<file path="src/rtl/core/rlpr_pkg.sv">
// Rod load peak and reversal: shared constants, register indexes and field widths.
// No dependencies; compiled first.

package rlpr_pkg;

    // Default parameter values
    localparam int SAMPLE_WIDTH_DEF = 16;
    localparam int COUNT_WIDTH_DEF  = 16;

    // Configuration port
    localparam int CFG_DATA_W = 16;
    localparam int CFG_IDX_W  = 1;

    localparam logic [CFG_IDX_W-1:0] REG_CYCLE_SAMPLES  = 1'b0;
    localparam logic [CFG_IDX_W-1:0] REG_PEAK_THRESHOLD = 1'b1;

    // Register fields
    localparam int CYCLE_W  = 16;
    localparam int THRESH_W = 15;

    localparam logic [CYCLE_W-1:0]  CYCLE_SAMPLES_RST  = 16'd1024;
    localparam logic [THRESH_W-1:0] PEAK_THRESHOLD_RST = 15'd100;

    // Result fields
    localparam int TENSION_W = 15;
    localparam int COMP_W    = 16;
    localparam int ANGLE_W   = 16;
    localparam int INDEX_W   = 16;

    // Full circle in hundredths of a degree
    localparam int                 SCALE_W     = 16;
    localparam logic [SCALE_W-1:0] ANGLE_SCALE = 16'd36000;

endpackage

</file>
<file path="src/rtl/core/rlpr_sample_if.sv">
// Sample request channel: valid/ready handshake with a signed rod-load sample.
// Depends on rlpr_pkg.

interface rlpr_sample_if #(
    parameter int SAMPLE_WIDTH = rlpr_pkg::SAMPLE_WIDTH_DEF
);
    logic                           valid;
    logic                           ready;
    logic signed [SAMPLE_WIDTH-1:0] sample;
    logic                           first;

    modport source (output valid, output sample, output first, input ready);
    modport sink   (input valid, input sample, input first, output ready);
endinterface

</file>
<file path="src/rtl/core/rlpr_result_if.sv">
// Result request channel: valid/ready handshake with peaks, angle and end index.
// Depends on rlpr_pkg.

interface rlpr_result_if;
    logic                             valid;
    logic                             ready;
    logic [rlpr_pkg::TENSION_W-1:0]   peak_tension;
    logic [rlpr_pkg::COMP_W-1:0]      peak_compression;
    logic [rlpr_pkg::ANGLE_W-1:0]     reversal_angle;
    logic [rlpr_pkg::INDEX_W-1:0]     end_index;

    modport source (output valid, output peak_tension, output peak_compression,
                    output reversal_angle, output end_index, input ready);
    modport sink   (input valid, input peak_tension, input peak_compression,
                    input reversal_angle, input end_index, output ready);
endinterface

</file>
<file path="src/rtl/core/rod_load_peak_reversal.sv">
// Rod load peak and reversal block: window tracking, angle divider, output register.
// Depends on rlpr_pkg, rlpr_sample_if and rlpr_result_if.
//
//   channel   dir  handshake      payload
//   samples   in   valid/ready    sample (signed), first
//   results   out  valid/ready    peak_tension, peak_compression, reversal_angle, end_index
//   cfg       in   cfg_we         cfg_index, cfg_data
//
// A sample that does not close the window leaves ready high.
// The closing sample drops ready while it passes through the constant multiply,
// the restoring divider (one quotient bit per step) and the load into the output register.
// The result sits in an output register; new samples are taken while it waits,
// but a following window end holds until the register is free.
// Reset: cycle_samples 1024, peak_threshold 100, waiting for a first-marked sample.

module rod_load_peak_reversal #(
    parameter int SAMPLE_WIDTH = rlpr_pkg::SAMPLE_WIDTH_DEF,
    parameter int COUNT_WIDTH  = rlpr_pkg::COUNT_WIDTH_DEF
) (
    input  logic                                clk,
    input  logic                                rst_n,
    input  logic                                cfg_we,
    input  logic [rlpr_pkg::CFG_IDX_W-1:0]      cfg_index,
    input  logic [rlpr_pkg::CFG_DATA_W-1:0]     cfg_data,
    rlpr_sample_if.sink                         samples,
    rlpr_result_if.source                       results
);

    localparam int SW        = SAMPLE_WIDTH;
    localparam int CW        = COUNT_WIDTH;
    localparam int PROD_W    = CW + rlpr_pkg::SCALE_W;
    localparam int DIV_STEPS = PROD_W;
    localparam int STEP_W    = $clog2(DIV_STEPS);
    localparam int EXT_W     = (SW + 1 > 16) ? SW + 1 : 16;

    localparam logic [STEP_W-1:0] LAST_STEP = STEP_W'(DIV_STEPS - 1);

    // Sequencer codes
    localparam logic [1:0] ST_IDLE = 2'd0;
    localparam logic [1:0] ST_MUL  = 2'd1;
    localparam logic [1:0] ST_DIV  = 2'd2;
    localparam logic [1:0] ST_OUT  = 2'd3;

    // Configuration registers
    logic [rlpr_pkg::CYCLE_W-1:0]  cycle_samples_reg;
    logic [rlpr_pkg::THRESH_W-1:0] peak_threshold_reg;

    // Window state
    logic [1:0]           state_reg, state_next;
    logic signed [SW-1:0] max_reg, max_next;
    logic signed [SW-1:0] min_reg, min_next;
    logic [CW-1:0]        pos_reg, pos_next;
    logic [CW-1:0]        seen_reg, seen_next;
    logic                 done_reg, done_next;

    // Divider
    logic [CW-1:0]        rem_reg, rem_next;
    logic [PROD_W-1:0]    quo_reg, quo_next;
    logic [STEP_W-1:0]    step_reg, step_next;

    // Output register
    logic                               out_valid_reg, out_valid_next;
    logic [rlpr_pkg::TENSION_W-1:0]     tension_reg, tension_next;
    logic [rlpr_pkg::COMP_W-1:0]        comp_reg, comp_next;
    logic [rlpr_pkg::ANGLE_W-1:0]       angle_reg, angle_next;
    logic [rlpr_pkg::INDEX_W-1:0]       index_reg, index_next;

    // Helpers
    logic [CW+15:0]       cyc_wide;
    logic [CW-1:0]        n_raw;
    logic [CW-1:0]        n_len;
    logic [CW+15:0]       idx_wide;
    logic                 in_acc;
    logic                 win_open;
    logic [CW-1:0]        seen_base;
    logic [CW-1:0]        pos_base;
    logic [CW-1:0]        seen_inc;
    logic                 s_pos;
    logic [CW:0]          trial;
    logic [CW:0]          diff;
    logic signed [EXT_W-1:0] max_ext;
    logic signed [EXT_W-1:0] min_ext;
    logic [EXT_W-1:0]     tension_ext;
    logic [EXT_W-1:0]     comp_ext;
    logic                 thr_hit;
    logic                 out_free;

    // Configuration writes
    always_ff @(posedge clk or negedge rst_n)
    begin
        if (!rst_n)
        begin
            cycle_samples_reg  <= rlpr_pkg::CYCLE_SAMPLES_RST;
            peak_threshold_reg <= rlpr_pkg::PEAK_THRESHOLD_RST;
        end
        else if (cfg_we)
        begin
            unique case (cfg_index)
                rlpr_pkg::REG_CYCLE_SAMPLES:
                    cycle_samples_reg <= cfg_data[rlpr_pkg::CYCLE_W-1:0];
                rlpr_pkg::REG_PEAK_THRESHOLD:
                    peak_threshold_reg <= cfg_data[rlpr_pkg::THRESH_W-1:0];
                default:
                    cycle_samples_reg <= cycle_samples_reg;
            endcase
        end
    end

    // Window length, zero treated as one
    assign cyc_wide = {{CW{1'b0}}, cycle_samples_reg};
    assign n_raw    = cyc_wide[CW-1:0];
    assign n_len    = (n_raw == '0) ? CW'(1) : n_raw;
    assign idx_wide = {16'b0, CW'(n_len - CW'(1))};

    // Input side
    assign samples.ready = (state_reg == ST_IDLE);
    assign in_acc        = samples.valid && samples.ready;
    assign win_open      = samples.first || !done_reg;
    assign seen_base     = samples.first ? '0 : seen_reg;
    assign pos_base      = samples.first ? '0 : pos_reg;
    assign seen_inc      = seen_base + CW'(1);
    assign s_pos         = !samples.sample[SW-1] && (samples.sample != '0);

    // Divider step: shift in next dividend bit, subtract if it fits
    assign trial = {rem_reg, quo_reg[PROD_W-1]};
    assign diff  = trial - {1'b0, n_len};

    // Peaks from window extremes
    assign max_ext     = EXT_W'(max_reg);
    assign min_ext     = EXT_W'(min_reg);
    assign tension_ext = (max_ext > 0) ? $unsigned(max_ext) : '0;
    assign comp_ext    = (min_ext < 0) ? $unsigned(-min_ext) : '0;
    assign thr_hit     = (tension_ext > EXT_W'(peak_threshold_reg))
                      || (comp_ext > EXT_W'(peak_threshold_reg));
    assign out_free    = !out_valid_reg || results.ready;

    // Sequencer and datapath
    always_comb
    begin
        state_next     = state_reg;
        max_next       = max_reg;
        min_next       = min_reg;
        pos_next       = pos_reg;
        seen_next      = seen_reg;
        done_next      = done_reg;
        rem_next       = rem_reg;
        quo_next       = quo_reg;
        step_next      = step_reg;
        out_valid_next = out_valid_reg && !results.ready;
        tension_next   = tension_reg;
        comp_next      = comp_reg;
        angle_next     = angle_reg;
        index_next     = index_reg;

        unique case (state_reg)
            ST_IDLE:
            begin
                if (in_acc && win_open)
                begin
                    if (seen_base == '0)
                    begin
                        max_next = samples.sample;
                        min_next = samples.sample;
                    end
                    else
                    begin
                        if (samples.sample > max_reg)
                            max_next = samples.sample;
                        if (samples.sample < min_reg)
                            min_next = samples.sample;
                    end
                    pos_next  = pos_base + {{(CW-1){1'b0}}, s_pos};
                    seen_next = seen_inc;
                    done_next = 1'b0;
                    if (seen_inc == n_len)
                    begin
                        done_next  = 1'b1;
                        state_next = ST_MUL;
                    end
                end
            end
            ST_MUL:
            begin
                // Scale positive count to hundredths of a degree
                quo_next   = PROD_W'(pos_reg) * PROD_W'(rlpr_pkg::ANGLE_SCALE);
                rem_next   = '0;
                step_next  = '0;
                state_next = ST_DIV;
            end
            ST_DIV:
            begin
                if (!diff[CW])
                begin
                    rem_next = diff[CW-1:0];
                    quo_next = {quo_reg[PROD_W-2:0], 1'b1};
                end
                else
                begin
                    rem_next = trial[CW-1:0];
                    quo_next = {quo_reg[PROD_W-2:0], 1'b0};
                end
                step_next = step_reg + STEP_W'(1);
                if (step_reg == LAST_STEP)
                    state_next = ST_OUT;
            end
            ST_OUT:
            begin
                if (out_free)
                begin
                    out_valid_next = 1'b1;
                    tension_next   = tension_ext[rlpr_pkg::TENSION_W-1:0];
                    comp_next      = comp_ext[rlpr_pkg::COMP_W-1:0];
                    angle_next     = thr_hit ? quo_reg[rlpr_pkg::ANGLE_W-1:0] : '0;
                    index_next     = idx_wide[rlpr_pkg::INDEX_W-1:0];
                    state_next     = ST_IDLE;
                end
            end
            default:
                state_next = ST_IDLE;
        endcase
    end

    // Control registers
    always_ff @(posedge clk or negedge rst_n)
    begin
        if (!rst_n)
        begin
            state_reg     <= ST_IDLE;
            pos_reg       <= '0;
            seen_reg      <= '0;
            done_reg      <= 1'b1;
            max_reg       <= '0;
            min_reg       <= '0;
            step_reg      <= '0;
            out_valid_reg <= 1'b0;
        end
        else
        begin
            state_reg     <= state_next;
            pos_reg       <= pos_next;
            seen_reg      <= seen_next;
            done_reg      <= done_next;
            max_reg       <= max_next;
            min_reg       <= min_next;
            step_reg      <= step_next;
            out_valid_reg <= out_valid_next;
        end
    end

    // Payload registers
    always_ff @(posedge clk)
    begin
        rem_reg     <= rem_next;
        quo_reg     <= quo_next;
        tension_reg <= tension_next;
        comp_reg    <= comp_next;
        angle_reg   <= angle_next;
        index_reg   <= index_next;
    end

    // Result channel
    assign results.valid            = out_valid_reg;
    assign results.peak_tension     = tension_reg;
    assign results.peak_compression = comp_reg;
    assign results.reversal_angle   = angle_reg;
    assign results.end_index        = index_reg;

    // Checks
    a_div_ends: assert property (@(posedge clk) disable iff (!rst_n)
        (state_reg == ST_DIV && step_reg == LAST_STEP) |=> (state_reg == ST_OUT))
        else $error("divider did not hand over after its last step");

    a_result_from_out: assert property (@(posedge clk) disable iff (!rst_n)
        $rose(out_valid_reg) |-> ($past(state_reg) == ST_OUT))
        else $error("result raised outside the output step");

    a_ignored_sample: assert property (@(posedge clk) disable iff (!rst_n)
        (in_acc && !samples.first && done_reg) |=> (state_reg == ST_IDLE))
        else $error("sample outside a window started work");

    a_rem_bound: assert property (@(posedge clk) disable iff (!rst_n)
        (state_reg == ST_DIV) |-> (rem_reg < n_len))
        else $error("partial remainder not below divisor");

endmodule
</file>
<file path="src/flat_wrapper.sv">
// flat-port wrapper written by rule: the top's interface ports become plain ports
module rod_load_peak_reversal_flat 
#(
    parameter int SAMPLE_WIDTH = rlpr_pkg::SAMPLE_WIDTH_DEF,
    parameter int COUNT_WIDTH  = rlpr_pkg::COUNT_WIDTH_DEF
)
  (clk, rst_n, cfg_we, cfg_index, cfg_data, samples_valid, samples_sample, samples_first, samples_ready, results_valid, results_peak_tension, results_peak_compression, results_reversal_angle, results_end_index, results_ready);
  rlpr_sample_if #(.SAMPLE_WIDTH(SAMPLE_WIDTH)) samples_i ();
  rlpr_result_if results_i ();
  input  logic clk;
  input  logic rst_n;
  input  logic cfg_we;
  input  logic [rlpr_pkg::CFG_IDX_W-1:0] cfg_index;
  input  logic [rlpr_pkg::CFG_DATA_W-1:0] cfg_data;
  input wire logic [$bits(samples_i.valid)-1:0] samples_valid;
  input wire logic [$bits(samples_i.sample)-1:0] samples_sample;
  input wire logic [$bits(samples_i.first)-1:0] samples_first;
  output wire logic [$bits(samples_i.ready)-1:0] samples_ready;
  output wire logic [$bits(results_i.valid)-1:0] results_valid;
  output wire logic [$bits(results_i.peak_tension)-1:0] results_peak_tension;
  output wire logic [$bits(results_i.peak_compression)-1:0] results_peak_compression;
  output wire logic [$bits(results_i.reversal_angle)-1:0] results_reversal_angle;
  output wire logic [$bits(results_i.end_index)-1:0] results_end_index;
  input wire logic [$bits(results_i.ready)-1:0] results_ready;
  assign samples_i.valid = samples_valid;
  assign samples_i.sample = samples_sample;
  assign samples_i.first = samples_first;
  assign samples_ready = samples_i.ready;
  assign results_valid = results_i.valid;
  assign results_peak_tension = results_i.peak_tension;
  assign results_peak_compression = results_i.peak_compression;
  assign results_reversal_angle = results_i.reversal_angle;
  assign results_end_index = results_i.end_index;
  assign results_i.ready = results_ready;
  rod_load_peak_reversal #(.SAMPLE_WIDTH(SAMPLE_WIDTH), .COUNT_WIDTH(COUNT_WIDTH)) u_core (.clk(clk), .rst_n(rst_n), .cfg_we(cfg_we), .cfg_index(cfg_index), .cfg_data(cfg_data), .samples(samples_i), .results(results_i));
endmodule
</file>
<file path="config.mk">
export PLATFORM = sky130hd
export DESIGN_NAME = rod_load_peak_reversal_flat
export DESIGN_NICKNAME = d
export VERILOG_FILES = /design/src/rtl/core/rlpr_pkg.sv /design/src/rtl/core/rlpr_sample_if.sv /design/src/rtl/core/rlpr_result_if.sv /design/src/rtl/core/rod_load_peak_reversal.sv /design/src/flat_wrapper.sv
export SDC_FILE = /design/constraint.sdc
export NUM_CORES = 1
export LEC_CHECK = 0
export ABC_AREA = 0
export BUFFER_PORTS_ARGS = -buffer_cell sky130_fd_sc_hd__buf_2
export CORE_AREA = 2 2 142 248
export CTS_BUF_LIST = sky130_fd_sc_hd__clkbuf_8
export CTS_CLUSTER_DIAMETER = 120
export DETAILED_ROUTE_END_ITERATION = 8
export DIE_AREA = 0 0 144 250
export SETUP_SLACK_MARGIN = 0.3
export SLEW_MARGIN = 20
export SYNTH_ARGS = -nofsm -noshare
export SYNTH_HDL_FRONTEND = slang
export SYNTH_SLANG_ARGS = --single-unit
</file>
<file path="constraint.sdc">
create_clock -name clk -period 4.77 [get_ports clk]
set_clock_uncertainty 0.15 [all_clocks]
set_input_delay 0.7155 -clock clk [delete_from_list [all_inputs] [get_ports clk]]
set_output_delay 0.7155 -clock clk [all_outputs]
set_load 0.03 [all_outputs]
</file>
# --- Word level (Yosys, flattened, before mapping) ---
# Cells that the tools add are included.
word_totals:
  romBits: 0
  out_inout_bits: 65
  latchBits: 0
  register_bits: 215
  ramBits: 0
  mem_count: 0
op_classes:
  eq_ne: 9
  n_shift: 0
  add_sub_neg: 6
  mul: 1
  n_lt_le_gt_ge: 6
  n_bitwise: 1
  n_reduce_logical: 25
  mux: 22
  n_div: 0
op_table:
  columns: ["cell", "n"]
  rows:
  - ["$mux W16", 8]
  - ["$pmux W32 S2", 1]
  - ["$gt A17 B15 Y1", 2]
  - ["$mux W17", 2]
  - ["$logic_not A16 Y1", 2]
  - ["$pmux W16 S2", 1]
  - ["$mul A16 B11 Y27 const B", 1]
  - ["$neg A16 Y17", 1]
  - ["$sub A17 B16 Y17", 1]
  - ["$add A16 B1 Y16", 1]
  - ["$add A16 B1 Y16 const B", 1]
  - ["$eq A16 B16 Y1", 1]
  - ["$gt A16 B1 Y1 const B", 1]
  - ["$gt A16 B16 Y1", 1]
  - ["$lt A16 B1 Y1 const B", 1]
  - ["$lt A16 B16 Y1", 1]
  - ["$reduce_bool A16 Y1", 1]
  - ["$sub A16 B1 Y16 const B", 1]
  - ["$pmux W5 S2", 1]
  - ["$mux W2", 4]
  - ["$pmux W2 S4", 1]
  - ["$reduce_and A2 Y1", 4]
  - ["$reduce_and A3 Y1", 2]
  - ["$reduce_bool A2 Y1", 3]
  - ["other kinds (13)", 27]

# --- Logic depth before layout (Yosys ltp) ---
# Gate-level depths: netlist of the first run.
logic_depth:
  ltp_word: 6
  mapped_depth: 18
  ltp_nobuf: 18

# --- Worst setup path after synthesis of the first run ---
# No wires, ideal clock.
synth_path:
  path_kind: "register -> register"
  start: "register u_core.pos_reg[4]"
  end: "register u_core.quo_reg[30], data pin"
  t_required_ns: 4.360
  stages_incl_launch_ff: 17
  path_buffers: 0
  setup_time_ns: 0.260
  arrival_ns: 4.422
  path_slack_ns: -0.062
  cell_sequence: "dfrtp_1 -> ha_1 -> ha_1 -> ha_1 -> fa_1 -> inv_1 -> fa_1 -> inv_1 -> ha_1 -> a2111oi_0 -> o21ai_1 -> a41oi_1 -> o41ai_1 -> a21oi_1 -> a21oi_1 -> xor2_1 -> mux2_2"
synth_via:
  elab_chain_len: 2
synth_lines:
  columns: ["item", "line_no", "text"]
  rows:
  - ["start: declaration", "rod_load_peak_reversal.sv:52", "logic [CW-1:0] pos_reg, pos_next;"]
  - ["start signal: assignment", "rod_load_peak_reversal.sv:240", "pos_reg <= pos_next;"]
  - ["$mul A16 B11 Y27", "rod_load_peak_reversal.sv:185", "quo_next = PROD_W'(pos_reg) * PROD_W'(rlpr_pkg::ANGLE_SCALE);"]
  - ["$pmux W32 S2", "rod_load_peak_reversal.sv:155", "unique case (state_reg)"]
  - ["via u_core.quo_next[30]", "rod_load_peak_reversal.sv:58", "logic [PROD_W-1:0] quo_reg, quo_next;"]
  - ["end signal: assignment", "rod_load_peak_reversal.sv:254", "quo_reg <= quo_next;"]
  - ["end: declaration", "rod_load_peak_reversal.sv:58", null]
# The timed path passes the listed nets, and every way through them passes these cells.
# A chain may end at the register's enable or synchronous reset.

# --- Final worst setup path of the first run ---
layout_path:
  start: "register u_core.pos_reg[6]"
  end: "register u_core.quo_reg[25], data pin"
# The elaborated chain is that of the path after synthesis.

==> results of run 1 <==
## timing repair
item                       4_1_cts  5_1_grt
setup endpoints to repair       15       32
resized for setup               28       27
hold buffers                     0        0
buffers inserted                 9        5
pin swaps                       25        9
## path summary, 6_finish.rpt
| path | startpoint | endpoint | slack (ns) | depth (start not counted) |
|---|---|---|---|---|
| worst max-delay path | u_core.pos_reg[6]$_DFFE_PN0P_ | u_core.quo_reg[25]$_DFFE_PP_ | 0.24 | 18 |
| worst min-delay path | rst_n | u_core.cycle_samples_reg[6]$_DFFE_PN0P_ | 0.08 | 1 |
| worst max register to register | u_core.pos_reg[6]$_DFFE_PN0P_ | u_core.quo_reg[25]$_DFFE_PP_ | 0.24 | 18 |
| worst min register to register | u_core.done_reg$_DFFE_PN1P_ | u_core.done_reg$_DFFE_PN1P_ | 0.35 | 2 |
| max in group asynchronous | rst_n | u_core.min_reg[11]$_DFFE_PN0P_ | 3.47 | 2 |
| min in group clk | cfg_data[3] | u_core.cycle_samples_reg[3]$_DFFE_PN0P_ | 0.22 | 3 |
## worst max-delay path, delay by kind of cell (launching register included)
| family | cells | cell delay (ns) |
|---|---|---|
| simple gates | 2 | 0.29 |
| compound gates | 5 | 0.74 |
| xor+xnor | 1 | 0.16 |
| fa+ha+maj | 6 | 2.27 |
| flops | 1 | 0.46 |
| buf+inv | 4 | 0.18 |
## layer usage
layer  track usage  wire [microns]  up-vias
li1              -               -     5583
met1         0.237           14700     5631
met2         0.464           23300      310
met3        0.0340            1540      146
met4         0.167            3510        0
met5             0               0        -
## cell families after synthesis
logic type / after synthesis / synth area share
AOI/OAI and AO/OA: 295 / 0.126
xor gates and xnor gates: 74 / 0.0430
adders and majority gates: 220 / 0.200
buffers and inverters: 204 / 0.0545
DFF: 215 / 0.394
muxes: 60 / 0.0445
and+or+nand+nor: 411 / 0.139
## power groups by stage
stage / clock network [mW] / logic, mW / registers, mW
2_1_floorplan: 0 / 2.74 / 3.41
3_3_place_gp: 0 / 4.22 / 3.25
3_5_place_dp: 0 / 4.27 / 3.26
4_1_cts: 2.05 / 4.32 / 3.23
5_1_grt: 2.13 / 4.78 / 3.30
6_report: 2.01 / 4.34 / 3.24
## through the flow
step	util	area (sq um)	hold slack, ns
after floorplan	-	15200	0.270
after global placement	0.481	16400	0.318
after detailed placement	0.481	16400	0.338
after CTS	0.514	17500	0.107
after global routing	0.518	17700	0.129
final	0.518	17700	0.0808
## area by class of cell
type / instances / area [sq um] / area share
antenna: 1 / 2.50 / 0.000142
clock buffer: 44 / 606 / 0.0343
clock inverter: 24 / 274 / 0.0155
inverter: 152 / 571 / 0.0323
multi-input combinational: 1060 / 8750 / 0.495
sequential: 215 / 5960 / 0.337
tap: 460 / 576 / 0.0326
timing repair buffer: 159 / 938 / 0.0531
## cells in the final DEF, fill, tap and decap left out, drive strengths merged, types with 6 or more instances in the layout
master / instances
nor4: 24
o21ai: 101
mux2: 56
a21o: 21
fa: 34
xor2: 18
nor2b: 20
a21oi: 77
clkbuf: 44
and3: 16
a21boi: 18
xnor2: 56
dfrtp: 99
and2: 14
buf: 159
inv: 164
ha: 186
nor3: 33
a31oi: 7
a211oi: 9
nand3: 40
nand2: 124
bufinv: 6
nor2: 71
or4: 6
nand4: 23
o21a: 8
nand2b: 8
edfxtp: 111
==> impl_metrics.json, run 1 <==
{
  "area_delta_synth_final_pct": 17.2,
  "grt_pass1_vias": 12253,
  "hold_viol": 0,
  "crit_fanout": 4,
  "dp_slack_ns": 0.0339,
  "yosys-top-cells-count": "ha_1, inv_1, nand2_1, edfxtp_1, dfrtp_1",
  "setup_violations": 0,
  "min_path_type": "input port to async pin",
  "dieWidth_microns": 144,
  "grt-ovfl-total": 0,
  "synth_area_sq_um": 15100,
  "ant_nets": 0,
  "via_per_inst": 5.52,
  "instances_no_fill": 2115,
  "drive_above_1_share": 0.223,
  "tightestPinTransition_ns": 1.07,
  "grt_use_total": 0.245,
  "status": "completed",
  "clk_pin_slew_ns": 0.07,
  "comb_power_share": 0.453,
  "synth_area_leaders": "edfxtp_1, dfrtp_1, ha_1",
  "power.total_mw": 9.59,
  "synthCells": 1479,
  "synth_cell_types": 90,
  "power.internal_mw": 5.61,
  "rsz0062_at_grt": "true",
  "synth_edf_count": 111,
  "antenna_found_initial": 1,
  "maxCapViolations": 0,
  "die_h_microns": 250,
  "rows": 90,
  "ioPinCount": 104,
  "cellLeakagePower_nw": 8.06,
  "numPortBuffers": 103,
  "clock.fmax_mhz": 221,
  "crit_arrival_ns": 4.66,
  "routed_wl_microns": 43100,
  "fin_nets": 1884,
  "start_util": 0.442,
  "syn_nets": 1738,
  "vdd_drop_max_mv": 0.303,
  "num-fill-cells": 3141,
  "ys_seq_area_frac": 0.394,
  "switching_share": 0.415,
  "power_frac_seq": 0.338,
  "cp_slowest_cell": "fa_1",
  "synth_top_area_frac": 0.221,
  "drv_slew": 0,
  "yosysTopAreaCell": "edfxtp_1",
  "clkSinkCount": 215,
  "max_stage_delay_ns": 0.51,
  "worstSetupStartpointType": "register",
  "crit_path_end_kind": "register",
  "cts_tree": "yes",
  "initialDrtViolationCount": 493,
  "crit_required_ns": 4.89,
  "worst-setup-path-type": "register to register",
  "cp_cell_sequence": "ha_4, ha_4, inv_2, fa_1, inv_2, fa_1, inv_1, fa_1, inv_2, ha_4, a21o_1, a21oi_2, nor2b_4, nand3_4, a31o_4, a21oi_2, xor2_1, o21ai_1",
  "clkPwrFrac": 0.209,
  "clock-root-buffer": "clkbuf_8",
  "ys.flop_type": "edfxtp_1",
  "setup_tns_ns": 0,
  "num_vias": 11670,
  "drt_pre_antenna_iters": 5,
  "setup_ws_ns": 0.235,
  "yosysWarnings": 0,
  "cts_max_path_buffers": 3,
  "drt-wirelength-per-cell_microns": 20.4,
  "largest_reg_flops": 32,
  "core-area_sq_um": 34100,
  "period_needed_ns": 4.53,
  "grt_max_degree": 59,
  "power_density_nw_per_um2": 543,
  "slew_headroom": 0.290,
  "clk_latency_ns": 0.57,
  "syn_avg_cell_area_sq_um": 10.2,
  "power_switching_mw": 3.98,
  "synth-seq-cells": 215,
  "drc_errors": 0,
  "die_area_sq_um": 36000,
  "post-dp-hpwl_microns": 33600,
  "synthArstFlopShare": 0.484,
  "grt_first_pass_wirelength_microns": 67100,
  "htreeDepth": 2,
  "cts_made_buffers": 37,
  "yosysMostFrequentCell": "ha_1",
  "gp_congestion": 0.930,
  "fin_crit_sh": 0.951,
  "dp.cells": 2032
}
(Power assumes the default switching activity.)
==> run 2: changes to the inputs <==
--- a/config.mk
+++ b/config.mk
@@ -7,11 +7,10 @@
 export LEC_CHECK = 0
 export ABC_AREA = 0
 export BUFFER_PORTS_ARGS = -buffer_cell sky130_fd_sc_hd__buf_2
-export CORE_AREA = 2 2 142 248
+export CORE_AREA = 2 2 173 302
 export CTS_BUF_LIST = sky130_fd_sc_hd__clkbuf_8
-export CTS_CLUSTER_DIAMETER = 120
 export DETAILED_ROUTE_END_ITERATION = 8
-export DIE_AREA = 0 0 144 250
+export DIE_AREA = 0 0 175 304
 export SETUP_SLACK_MARGIN = 0.3
 export SLEW_MARGIN = 20
 export SYNTH_ARGS = -nofsm -noshare
==> impl_metrics.json, run 2 (synthesis results as in run 1) <==
{
  "cts_tree": "yes",
  "numPortBuffers": 103,
  "comb_power_share": 0.470,
  "clk_pin_slew_ns": 0.07,
  "hold_depth": 3,
  "setup_ws_ns": 0.231,
  "grt_first_pass_wirelength_microns": 69500,
  "setup_tns_ns": 0,
  "crit_path_end_kind": "register",
  "hold_viol": 0,
  "cp-endpoint": "u_core.quo_reg[29]$_DFFE_PP_",
  "htreeDepth": 2,
  "final_cell_mix": "inv_1, ha_1, nand2_1",
  "maxCapViolations": 0,
  "seq_area_sq_um": 5960,
  "grt-ovfl-total": 0,
  "drt_pre_antenna_iters": 5,
  "grt_use_total": 0.169,
  "vdd_drop_max_mv": 0.227,
  "num_vias": 11869,
  "area_delta_synth_final_pct": 19.5,
  "clock.fmax_mhz": 220,
  "crit_fanout": 4,
  "start_util": 0.295,
  "status": "completed",
  "post-dp-hpwl_microns": 35200,
  "clkPwrFrac": 0.188,
  "grt_max_degree": 64,
  "clk_latency_ns": 0.58,
  "instances_no_fill": 2337,
  "dieWidth_microns": 175,
  "fin_crit_sh": 0.952,
  "final_common_cell": "inv_1",
  "setup_violations": 0,
  "cts_max_path_buffers": 3,
  "largest_reg_flops": 32,
  "worst-setup-path-type": "register to register",
  "worstSetupStartpointType": "register",
  "r2r_setup_slack_ns": 0.23,
  "die_area_sq_um": 53200,
  "period_needed_ns": 4.54,
  "utilization": 0.353,
  "cts_made_buffers": 38,
  "power.internal_mw": 5.40,
  "r2r-start": "u_core.pos_reg[6]$_DFFE_PN0P_",
  "antenna_found_initial": 2,
  "drt-wirelength-per-cell_microns": 19.3,
  "min_path_type": "input port to register",
  "drc_errors": 0,
  "slew_headroom": 0.292,
  "drv_slew": 0,
  "multiInputGateArea_sq_um": 8880,
  "worstHoldStart": "cfg_data[1]",
  "clock-root-buffer": "clkbuf_8",
  "drive_above_1_share": 0.230,
  "power_density_nw_per_um2": 526,
  "fin_nets": 1894,
  "ioPinCount": 104,
  "switching_share": 0.429,
  "reg2reg_depth": 18,
  "hold_ws_ns": 0.219,
  "rows": 110,
  "gp_congestion": 0.946,
  "initialDrtViolationCount": 528,
  "crit_required_ns": 5.06,
  "die_h_microns": 304,
  "reg2reg_to": "u_core.quo_reg[29]$_DFFE_PP_",
  "tightestPinTransition_ns": 1.06,
  "grt_pass1_vias": 12543,
  "routed_wl_microns": 45200,
  "ant_nets": 0,
  "num-fill-cells": 5149,
  "power_switching_mw": 4.07,
  "clkSinkCount": 215,
  "cellLeakagePower_nw": 8.11,
  "dp.cells": 2244,
  "crit_arrival_ns": 4.83,
  "rsz0062_at_grt": "true",
  "via_per_inst": 5.08,
  "core-area_sq_um": 51100,
  "dp_slack_ns": 0.0825,
  "crit_path_start": "u_core.pos_reg[6]$_DFFE_PN0P_",
  "power_frac_seq": 0.342
}
-- run 2: cell count changes in the layout (fill, tap and decap cells not counted), moves of 4 or more --
cell and delta:
buf_4 +7, inv_1 +7, clkbuf_8 -4, ha_4 +6, ha_1 -6
-- run 2: power groups by stage --
stage	Sequential [mW]	Clock (mW)	Combinational [mW]
6_report	3.24	1.78	4.45
3_5_place_dp	3.27	0	4.37
2_1_floorplan	3.41	0	2.74
4_1_cts	3.24	1.83	4.40
3_3_place_gp	3.26	0	4.28
5_1_grt	3.31	1.90	4.84
-- run 2: worst min path at each step --
stage	to	slack, ns
floorplan	u_core.cycle_samples_reg[0]$_DFFE_PN0P_	0.27
global placement	u_core.done_reg$_DFFE_PN1P_	0.32
detailed placement	u_core.done_reg$_DFFE_PN1P_	0.33
CTS	u_core.cycle_samples_reg[1]$_DFFE_PN0P_	0.19
global route	u_core.cycle_samples_reg[12]$_DFFE_PN0P_	0.22
finish	u_core.cycle_samples_reg[1]$_DFFE_PN0P_	0.22
-- run 2: repair_timing --
action                     in CTS  in global routing
buffers inserted               13                  9
resized for setup              41                 33
hold buffers                    1                  0
setup endpoints to repair       8                 29
pin swaps                      24                 30
hold endpoints to repair       30                  0
-- run 2: metrics by stage --
step / power (mW) / area (sq um)
after detailed placement: 7.64 / 16700
after global placement: 7.53 / 16700
after global routing: 10.1 / 18000
final: 9.47 / 18000
after floorplan: 6.15 / 15200
after CTS: 9.48 / 17800
-- run 2: layer usage --
layer / track usage / part of all wire / up-vias
li1: - / - / 5596
met1: 0.163 / 0.34 / 5773
met2: 0.331 / 0.55 / 342
met3: 0.0196 / 0.036 / 158
met4: 0.107 / 0.072 / 0
met5: 0 / 0 / -
-- run 2: layout make-up --
| cell class | instances | share of cell area |
|---|---|---|
| antenna | 1 | 0.000139 |
| clock buffer | 40 | 0.0306 |
| clock inverter | 29 | 0.0115 |
| inverter | 152 | 0.0317 |
| multi-input combinational | 1060 | 0.493 |
| sequential | 215 | 0.331 |
| tap | 672 | 0.0467 |
| timing repair buffer | 168 | 0.0562 |
-- run 2: worst max-delay path, stage by stage, from the launching register on --
cell and delay (ns):
dfrtp_2 0.46, ha_4 0.26, ha_4 0.26, inv_2 0.03, fa_1 0.49, inv_1 0.06, fa_1 0.50, inv_1 0.05
fa_1 0.49, inv_2 0.05, ha_4 0.24, a21o_1 0.16, a21oi_2 0.12, nor2b_4 0.19, nand3_4 0.11, nand2_4 0.12
o21ai_4 0.06, or4b_1 0.50, nand3_1 0.09
==> run 3: changes to the inputs <==
--- a/config.mk
+++ b/config.mk
@@ -11,6 +11,7 @@
 export CTS_BUF_LIST = sky130_fd_sc_hd__clkbuf_8
 export DETAILED_ROUTE_END_ITERATION = 8
 export DIE_AREA = 0 0 175 304
+export PLACE_DENSITY = 0.48
 export SETUP_SLACK_MARGIN = 0.3
 export SLEW_MARGIN = 20
 export SYNTH_ARGS = -nofsm -noshare
==> impl_metrics.json, run 3 (synthesis results as in run 1) <==
{
  "post-dp-hpwl_microns": 37300,
  "setup_ws_ns": 0.254,
  "r2r_setup_slack_ns": 0.25,
  "largest_reg_flops": 32,
  "hold_buffers": 0,
  "crit_arrival_ns": 4.69,
  "vdd_drop_max_mv": 0.219,
  "gp_congestion": 0.906,
  "num_vias": 11784,
  "status": "completed",
  "maxCapViolations": 0,
  "die_area_sq_um": 53200,
  "min_path_type": "input port to async pin",
  "drc_errors": 0,
  "rows": 110,
  "drive_above_1_share": 0.229,
  "dieWidth_microns": 175,
  "core-area_sq_um": 51100,
  "final_common_cell": "ha_1",
  "clock-root-buffer": "clkbuf_8",
  "crit_required_ns": 4.95,
  "drv_slew": 0,
  "utilization": 0.352,
  "initialDrtViolationCount": 491,
  "numPortBuffers": 103,
  "area_delta_synth_final_pct": 19.3,
  "cellLeakagePower_nw": 8.10,
  "die_h_microns": 304,
  "grt_first_pass_wirelength_microns": 71500,
  "final_cell_mix": "ha_1, inv_1, nand2_1",
  "fin_crit_sh": 0.947,
  "tightestPinTransition_ns": 1.05,
  "worst-setup-path-type": "register to register",
  "power_density_nw_per_um2": 531,
  "ant_nets": 0,
  "cts_max_path_buffers": 3,
  "slew_headroom": 0.301,
  "clk_pin_slew_ns": 0.07,
  "setup_tns_ns": 0,
  "postPlaceCellArea_sq_um": 16700,
  "worstSetupStartpointType": "register",
  "cts_made_buffers": 36,
  "crit_fanout": 4,
  "multiInputGateArea_sq_um": 8790,
  "hold_ws_ns": 0.0329,
  "rsz0062_at_grt": "true",
  "setup_violations": 0,
  "crit_path_end_kind": "register",
  "start_util": 0.295,
  "routed_wl_microns": 47200,
  "grt-ovfl-total": 0,
  "num-fill-cells": 5190,
  "htreeDepth": 2,
  "cts_tree": "yes",
  "grt_use_total": 0.176,
  "antenna_found_initial": 2,
  "via_per_inst": 5.04,
  "grt_pass1_vias": 12265,
  "power.total_mw": 9.55,
  "finalInstanceArea_sq_um": 18000,
  "drt_pre_antenna_iters": 5,
  "clock.fmax_mhz": 221,
  "dp.cells": 2251,
  "fin_nets": 1897,
  "clk_latency_ns": 0.58,
  "instances_no_fill": 2338,
  "period_needed_ns": 4.52,
  "seq_area_sq_um": 5950,
  "grt_max_degree": 58,
  "dp_slack_ns": 0.0551,
  "hold_viol": 0,
  "drt-wirelength-per-cell_microns": 20.2,
  "ioPinCount": 104,
  "clkSinkCount": 215
}
## run 3: worst paths after layout
check	from	endpoint	cells after the start
max	u_core.pos_reg[10]$_DFFE_PN0P_	u_core.quo_reg[30]$_DFFE_PP_	16
min	rst_n	u_core.cycle_samples_reg[6]$_DFFE_PN0P_	1
min reg2reg	u_core.done_reg$_DFFE_PN1P_	u_core.done_reg$_DFFE_PN1P_	2
min in group clk	cfg_data[3]	u_core.cycle_samples_reg[3]$_DFFE_PN0P_	3
max reg2reg	u_core.pos_reg[10]$_DFFE_PN0P_	u_core.quo_reg[30]$_DFFE_PP_	16
max in group asynchronous	rst_n	u_core.done_reg$_DFFE_PN1P_	2
## run 3: report_power, final
group | internal, mW | switching, mW | total [mW]
Combinational | 1.62 | 2.86 | 4.48
Sequential | 2.83 | 0.416 | 3.25
Clock | 0.975 | 0.843 | 1.82
## run 3: critical path, stage by stage, from the launching register on
cell     delay (ns)
dfrtp_2        0.44
ha_1           0.32
ha_4           0.28
fa_1           0.44
fa_1           0.55
inv_1          0.06
fa_1           0.54
inv_1          0.06
ha_4           0.24
a21oi_2        0.16
o21ai_2        0.09
a21oi_2        0.17
o41ai_4        0.11
a21oi_2        0.17
a21oi_1        0.10
xor2_1         0.16
mux2_4         0.26
## run 3: area by class of cell
cell class,instances,share of cell area
Multi-Input combinational cell,1060,0.489
Sequential cell,215,0.331
Timing Repair Buffer,173,0.0587
Tap cell,672,0.0468
Inverter,152,0.0317
Clock buffer,38,0.0291
Clock inverter,27,0.0135
Antenna cell,1,0.000139
## run 3: repair_timing
item                       4_1_cts  5_1_grt
pin swaps                       36       22
setup endpoints to repair       13       28
cloned                           0        0
buffers inserted                14        7
resized for setup               32       27
## run 3: metal layers
metal | up-vias | wire [microns] | global-route usage
li1 | 5603 | - | -
met1 | 5802 | 15800 | 0.166
met2 | 266 | 27000 | 0.354
met3 | 113 | 1450 | 0.0205
met4 | 0 | 2980 | 0.104
met5 | - | 0 | 0
